===== src/rtl/core/shortest_queue_dispatcher_core_assert.svh =====
// Assertion macros for the shortest queue dispatcher core.
// Define NO_ASSERTIONS to compile them out.
`ifndef SHORTEST_QUEUE_DISPATCHER_CORE_ASSERT_SVH
`define SHORTEST_QUEUE_DISPATCHER_CORE_ASSERT_SVH
`ifndef NO_ASSERTIONS
`define SQD_ASSERT(label, clk, rstn, prop, msg) \
    label: assert property (@(posedge clk) disable iff (!rstn) prop) else $error(msg);
`define SQD_ASSERT_RST(label, clk, prop, msg) \
    label: assert property (@(posedge clk) prop) else $error(msg);
`else
`define SQD_ASSERT(label, clk, rstn, prop, msg)
`define SQD_ASSERT_RST(label, clk, prop, msg)
`endif
`endif


===== src/rtl/core/sqd_pkg.sv =====
// Shared types and constants of the shortest queue dispatcher.
// No dependencies.
package sqd_pkg;
    localparam int SQD_NUM_SERVERS = 8;
    localparam int SQD_QUEUE_DEPTH = 16;
    localparam logic [1:0] KIND_ASSIGNED  = 2'd0;
    localparam logic [1:0] KIND_COMPLETED = 2'd1;
    localparam logic [1:0] KIND_REJECTED  = 2'd2;
    localparam logic       ACT_ARRIVAL    = 1'b0;
    localparam logic       ACT_TICK       = 1'b1;

    // Command handed from the sequencer to one cell.
    typedef struct packed {
        logic arrive;   // append the held client at the tail
        logic tick;     // run one tick on this server
    } sqd_cmd_t;

    // Report from a cell back to the sequencer.
    typedef struct packed {
        logic        done;
        logic        completed;
        logic [15:0] client;
        logic [31:0] wait_ticks;
    } sqd_rpt_t;
endpackage


===== src/rtl/core/sqd_cell.sv =====
// One server cell: a ring queue in local memory plus head and count.
// Depends on sqd_pkg.
module sqd_cell import sqd_pkg::*; #(
    parameter int QUEUE_DEPTH = SQD_QUEUE_DEPTH,
    parameter int CW = $clog2(QUEUE_DEPTH + 1),
    parameter int AW = (QUEUE_DEPTH > 1) ? $clog2(QUEUE_DEPTH) : 1
) (
    input  logic        aclk,
    input  logic        aresetn,
    input  sqd_cmd_t    cmd,
    input  logic [15:0] client_in,
    input  logic [7:0]  service_in,
    input  logic [31:0] now,
    output logic [CW-1:0] count,
    output sqd_rpt_t    rpt
);
    typedef enum logic [2:0] {C_IDLE, C_RD, C_CHK, C_RD2, C_WB2} cstate_t;

    logic [8:0]  mem_cd   [QUEUE_DEPTH];
    logic [15:0] mem_cl   [QUEUE_DEPTH];
    logic [7:0]  mem_sv   [QUEUE_DEPTH];
    logic [31:0] mem_ar   [QUEUE_DEPTH];

    cstate_t     state_reg;
    logic [AW-1:0] head_reg;
    logic [CW-1:0] count_reg;
    logic [AW-1:0] rd_addr;
    logic [8:0]  rd_cd_reg;
    logic [15:0] rd_cl_reg;
    logic [7:0]  rd_sv_reg;
    logic [31:0] rd_ar_reg;
    logic        wr_en;
    logic [AW-1:0] wr_addr;
    logic [8:0]  wr_cd;
    logic [AW-1:0] tail;
    logic [AW:0] tail_sum;
    logic [AW:0] head_inc;
    logic [8:0]  dec;
    sqd_rpt_t    rpt_reg;

    assign count = count_reg;
    assign rpt = rpt_reg;
    // An append only happens while the count is below the depth, so it fits the sum.
    assign tail_sum = {1'b0, head_reg} + (AW+1)'(count_reg);
    assign tail = (tail_sum >= (AW+1)'(QUEUE_DEPTH)) ?
                  AW'(tail_sum - (AW+1)'(QUEUE_DEPTH)) : AW'(tail_sum);
    assign head_inc = {1'b0, head_reg} + (AW+1)'(1);
    assign dec = rd_cd_reg - 9'd1;
    assign rd_addr = head_reg;

    // Memory: one write port, one registered read port at the head.
    always_ff @(posedge aclk) begin
        if (wr_en) begin
            mem_cd[wr_addr] <= wr_cd;
            if (cmd.arrive) begin
                mem_cl[wr_addr] <= client_in;
                mem_sv[wr_addr] <= service_in;
                mem_ar[wr_addr] <= now;
            end
        end
        rd_cd_reg <= mem_cd[rd_addr];
        rd_cl_reg <= mem_cl[rd_addr];
        rd_sv_reg <= mem_sv[rd_addr];
        rd_ar_reg <= mem_ar[rd_addr];
    end

    always_comb begin
        wr_en = 1'b0;
        wr_addr = head_reg;
        wr_cd = dec;
        if (state_reg == C_IDLE && cmd.arrive && count_reg < CW'(QUEUE_DEPTH)) begin
            wr_en = 1'b1;
            wr_addr = tail;
            wr_cd = {1'b0, service_in};
        end else if (state_reg == C_CHK && !dec[8]) begin
            wr_en = 1'b1;
        end else if (state_reg == C_WB2) begin
            wr_en = 1'b1;
        end
    end

    always_ff @(posedge aclk) begin
        if (!aresetn) begin
            state_reg <= C_IDLE;
            head_reg <= '0;
            count_reg <= '0;
            rpt_reg <= '0;
        end else begin
            case (state_reg)
                C_IDLE: begin
                    if (cmd.arrive && count_reg < CW'(QUEUE_DEPTH)) begin
                        count_reg <= count_reg + CW'(1);
                        rpt_reg.done <= 1'b0;
                    end else if (cmd.tick && count_reg == '0) begin
                        rpt_reg <= '{done: 1'b1, completed: 1'b0,
                                     client: 16'd0, wait_ticks: 32'd0};
                    end else begin
                        rpt_reg.done <= 1'b0;
                        if (cmd.tick) state_reg <= C_RD;
                    end
                end
                C_RD: begin
                    rpt_reg.done <= 1'b0;
                    state_reg <= C_CHK;
                end
                C_CHK: begin
                    if (!dec[8]) begin
                        rpt_reg <= '{done: 1'b1, completed: 1'b0,
                                     client: 16'd0, wait_ticks: 32'd0};
                        state_reg <= C_IDLE;
                    end else begin
                        // The report is done here unless a new head still needs its decrement.
                        rpt_reg <= '{done: (count_reg == CW'(1)), completed: 1'b1,
                                     client: rd_cl_reg,
                                     wait_ticks: now - 32'(rd_sv_reg) - rd_ar_reg};
                        head_reg <= (head_inc >= (AW+1)'(QUEUE_DEPTH)) ?
                                    '0 : AW'(head_inc);
                        count_reg <= count_reg - CW'(1);
                        state_reg <= (count_reg == CW'(1)) ? C_IDLE : C_RD2;
                    end
                end
                C_RD2: begin
                    rpt_reg.done <= 1'b0;
                    state_reg <= C_WB2;
                end
                C_WB2: begin
                    rpt_reg.done <= 1'b1;
                    state_reg <= C_IDLE;
                end
                default: begin
                    rpt_reg.done <= 1'b0;
                    state_reg <= C_IDLE;
                end
            endcase
        end
    end
endmodule


===== config.mk =====
export PLATFORM = sky130hd
export DESIGN_NAME = sqd_cell
export DESIGN_NICKNAME = d
export VERILOG_FILES = /design/src/rtl/core/shortest_queue_dispatcher_core_assert.svh /design/src/rtl/core/sqd_pkg.sv /design/src/rtl/core/sqd_cell.sv
export SDC_FILE = /design/constraint.sdc
export NUM_CORES = 1
export LEC_CHECK = 0
export BUFFER_PORTS_ARGS = -buffer_cell sky130_fd_sc_hd__buf_2
export CORE_ASPECT_RATIO = 1.1
export CORE_MARGIN = 2
export CORE_UTILIZATION = 35
export CTS_CLUSTER_DIAMETER = 30
export CTS_CLUSTER_SIZE = 20
export DETAILED_ROUTE_END_ITERATION = 10
export PLACE_DENSITY = 0.53
export SLEW_MARGIN = 20
export SYNTH_ARGS = -nofsm -noshare
export SYNTH_HDL_FRONTEND = slang
export SYNTH_SLANG_ARGS = --single-unit

===== constraint.sdc =====
create_clock -name aclk -period 7.76 [get_ports aclk]
set_clock_uncertainty 0.15 [all_clocks]
set_input_delay 0.776 -clock aclk [delete_from_list [all_inputs] [get_ports aclk]]
set_output_delay 0.776 -clock aclk [all_outputs]
set_load 0.005 [all_outputs]

==> results.md <==
* Status: finished, final reports clean
* GR Util All Layers at 0.163
* H-tree depth at 4
* Setup TNS at 0 ps
* Cts hold-fix bufs at 0
* Initial DRT Pass Iterations at 5
* Syn Std Cell Area at roughly 46,000 µm²
* Synth Net Count at roughly 2,400
* Core Util, Final at 0.432
* Largest net degree at the start of global routing at roughly 170
* Die area at around 130,000 µm²
* FFs w/ async S/R, synth at 0
* CTS tree: done
* Hold Crit Class: input port to flip-flop
* Setup bufs post-CTS at 0
* Fin worst setup slack at around 3200 ps
* Initial antenna violation count at 17
* Post-synth EDFFs at ~1,000
* Global-route met2 utilization at 0.267
* DRT iter0 DRCs at about 1,700
* Peak supply drop at 0.000230 V
* Pwr/cell area at between 300 and 400 nW/µm²
* #FFs+latches synth at about 1,200
* Clk_lat worst skew at 820 ps
* Final period util at 0.588
* GR Util met1 at 0.211
* FMAX at about 0.22 GHz
* Die Width at between 300 and 400 µm
* Total length of routed wires at about 110 mm
* Ys Warns at 0
* Synth unique cells at 67
* Sw Ratio at 0.226
* Die height at about 380 µm
* Nets at around 2,600
* RSZ-0062 raised after global routing: false
* Rel. slew slack at 0.243
* Max FFs per register at just over 500
* Post-layout min period at 4560 ps
* Max stage delay cell, worst path: dfxtp_4
* Worst setup EP type: flip-flop
* Clock-pin slew on the worst setup and hold paths at about 50 ps
* Top reg by flops: mem_ar
* Vias in the first global route at between 20,000 and 25,000
* CP Data Arrival Time at about 4800 ps
* IO Port Bufs at between 100 and 150
* Num ports at about 120
* Rows at 139
* GP Congestion at 0.808
* Global route overflow at 0
* ANT nets after route at 0
* Sequential share of power at 0.406
* Detail Placement HPWL at 59.2 mm
* Register area share after synthesis at 0.740
* Mapped Cells at 2,228
* Proportion of power drawn by the clock network at 0.551
* Hold Violations, Final at 0
* Commonest cells after routing, fill and taps aside: 1,040 x edfxtp_1, 325 x mux4_2, 218 x clkbuf_16
* Final setup violation count at 0
* Gr busiest metal: met2
* P_sw at around 3900 µW
* Fill cell count at between 10,000 and 15,000
* Via count at 22,535
* Commonest non-fill, non-tap cell in the layout: edfxtp_1
* Critical Path RT at 7970 ps
* Internal at approximately 13,000 µW
* Syn_area_per_cell at 20.5 µm²
* Layout cells sized above 1 at 0.338
* Total chip power at 17,200 µW
* Core area at 130,000 µm²
* Crit-path cells: ha_1, inv_1, fa_1, xnor2_1, a22oi_1, mux2_2, nand2b_4, nor2_4, buf_4
* Clock sink count at roughly 1,200
* Met3 Use GR at 0.0354
* Global-route wire length before repair at 159 mm
* Top Registers: mem_ar: 512 flops, mem_cl: 256 flops, mem_cd: 144 flops
* Leak at approximately 0.018 µW
* Top_reg_cell synth: edfxtp_1
* Wire per inst at between 20 and 25 µm
* Dpl ws at around 3100 ps
* Root Driver: clkbuf_16
* Layout Area Growth over Synthesis at 23.0%
* Drt via density at roughly 5
* Max clock buf depth at 3
* CP max FO at 44
* Total CTS buffers at around 220
* Post-route cell area at between 50,000 and 60,000 µm²
* Kind of start point of the critical path: flip-flop
* Max-cap violation count at 0
* CP max stage delay at 830 ps
* Starting density of the core at 0.351
* Worst slew pin tran at about 1100 ps
* Post-cts gate resize count at 0
* Setup Crit Path Kind: flip-flop to flip-flop
* Fin. max-slew vios at 0
* DRC viols at 0
* DP Area at 48,500 µm²
* Combinational share of power at 0.043
## final timing paths
check | start | end | slack, ps | depth (start not counted)
min reg2reg | rpt[19] | rpt[19] | 300 | 2
max reg2reg | head_reg[0] | mem_sv[14][7] | 3200 | 9
min | now[9] | mem_ar[5][9] | 190 | 1
max | head_reg[0] | mem_sv[14][7] | 3200 | 9
## per-stage QoR
| stage | hold slack (ps) | cells |
|---|---|---|
| finish | 188 | 4403 |
| detailed placement | 287 | 3984 |
| CTS | 114 | 4399 |
| global placement | 287 | 3984 |
| global route | 146 | 4401 |
| floorplan | 294 | 2228 |
## per-layer routing
metal	share of wire	up-vias
met1	0.42	11880
li1	-	9750
met4	0.027	18
met3	0.059	204
met2	0.49	683
met5	0.0011	-
## logic make-up after synthesis
family                   Yosys count  share of synthesized area
AO/OA/AOI/OAI                    189                     0.0273
XOR/XNOR                          44                    0.00844
adder cells (fa/ha/maj)           74                     0.0218
buffers and inverters            204                     0.0175
flip-flops                      1167                      0.740
multiplexers                     329                      0.161
AND/OR/NAND/NOR                  221                     0.0242
## power by group through the flow
stage          clock network, µW  logic (µW)  registers, µW
6_report                    9480         746           6990
5_1_grt                     9960         819           6990
4_1_cts                     9660         748           6990
3_5_place_dp                   0         743           7110
3_3_place_gp                   0         720           7100
2_1_floorplan                  0         447           7100
## critical path, delay by kind of cell (launching register included)
family | cells | cell delay (ps)
simple gates | 2 | 570
xor+xnor | 1 | 470
mux | 1 | 390
compound gates | 1 | 170
buf+inv | 2 | 850
flops | 1 | 830
fa+ha+maj | 2 | 660
## Yosys cell counts, drive strengths merged, types with 2 or more instances
cell type	number	share of area
a2111oi	3	0.00058
a211oi	4	0.00066
a21boi	3	0.00049
a21o	12	0.0020
a21oi	46	0.0050
a22o	2	0.00038
a22oi	29	0.0048
a31oi	11	0.0020
and2	9	0.0013
and3	6	0.00082
buf	42	0.0041
clkbuf	63	0.0053
dfxtp	127	0.056
edfxtp	1040	0.68
fa	9	0.0039
ha	65	0.018
inv	99	0.0081
mux2i	3	0.00066
mux4	325	0.16
nand2	62	0.0051
nand2b	6	0.00099
nand3	5	0.00055
nand3b	2	0.00033
nand4	6	0.00082
nor2	46	0.0038
nor2b	38	0.0052
nor3	27	0.0031
nor3b	2	0.00033
nor4	3	0.00041
o211ai	6	0.00099
o21a	5	0.00082
o21ai	48	0.0053
o21bai	4	0.00090
o31ai	5	0.00093
or3	4	0.00066
or4	2	0.00033
xnor2	27	0.0052
xor2	17	0.0033
## area by class of cell
| class | instances | area, µm² | share of cell area |
|---|---|---|---|
| clock inverters | 171 | 2040 | 0.0363 |
| inverters | 99 | 372 | 0.00662 |
| multi-input cells | 857 | 11200 | 0.200 |
| repair buffers | 170 | 1030 | 0.0183 |
| diodes | 3 | 7.51 | 0.000134 |
| well taps | 1692 | 2120 | 0.0377 |
| clock buffers | 244 | 5590 | 0.0996 |
| flip-flops and latches | 1167 | 33800 | 0.601 |
Power figures use the tool's default switching activity.
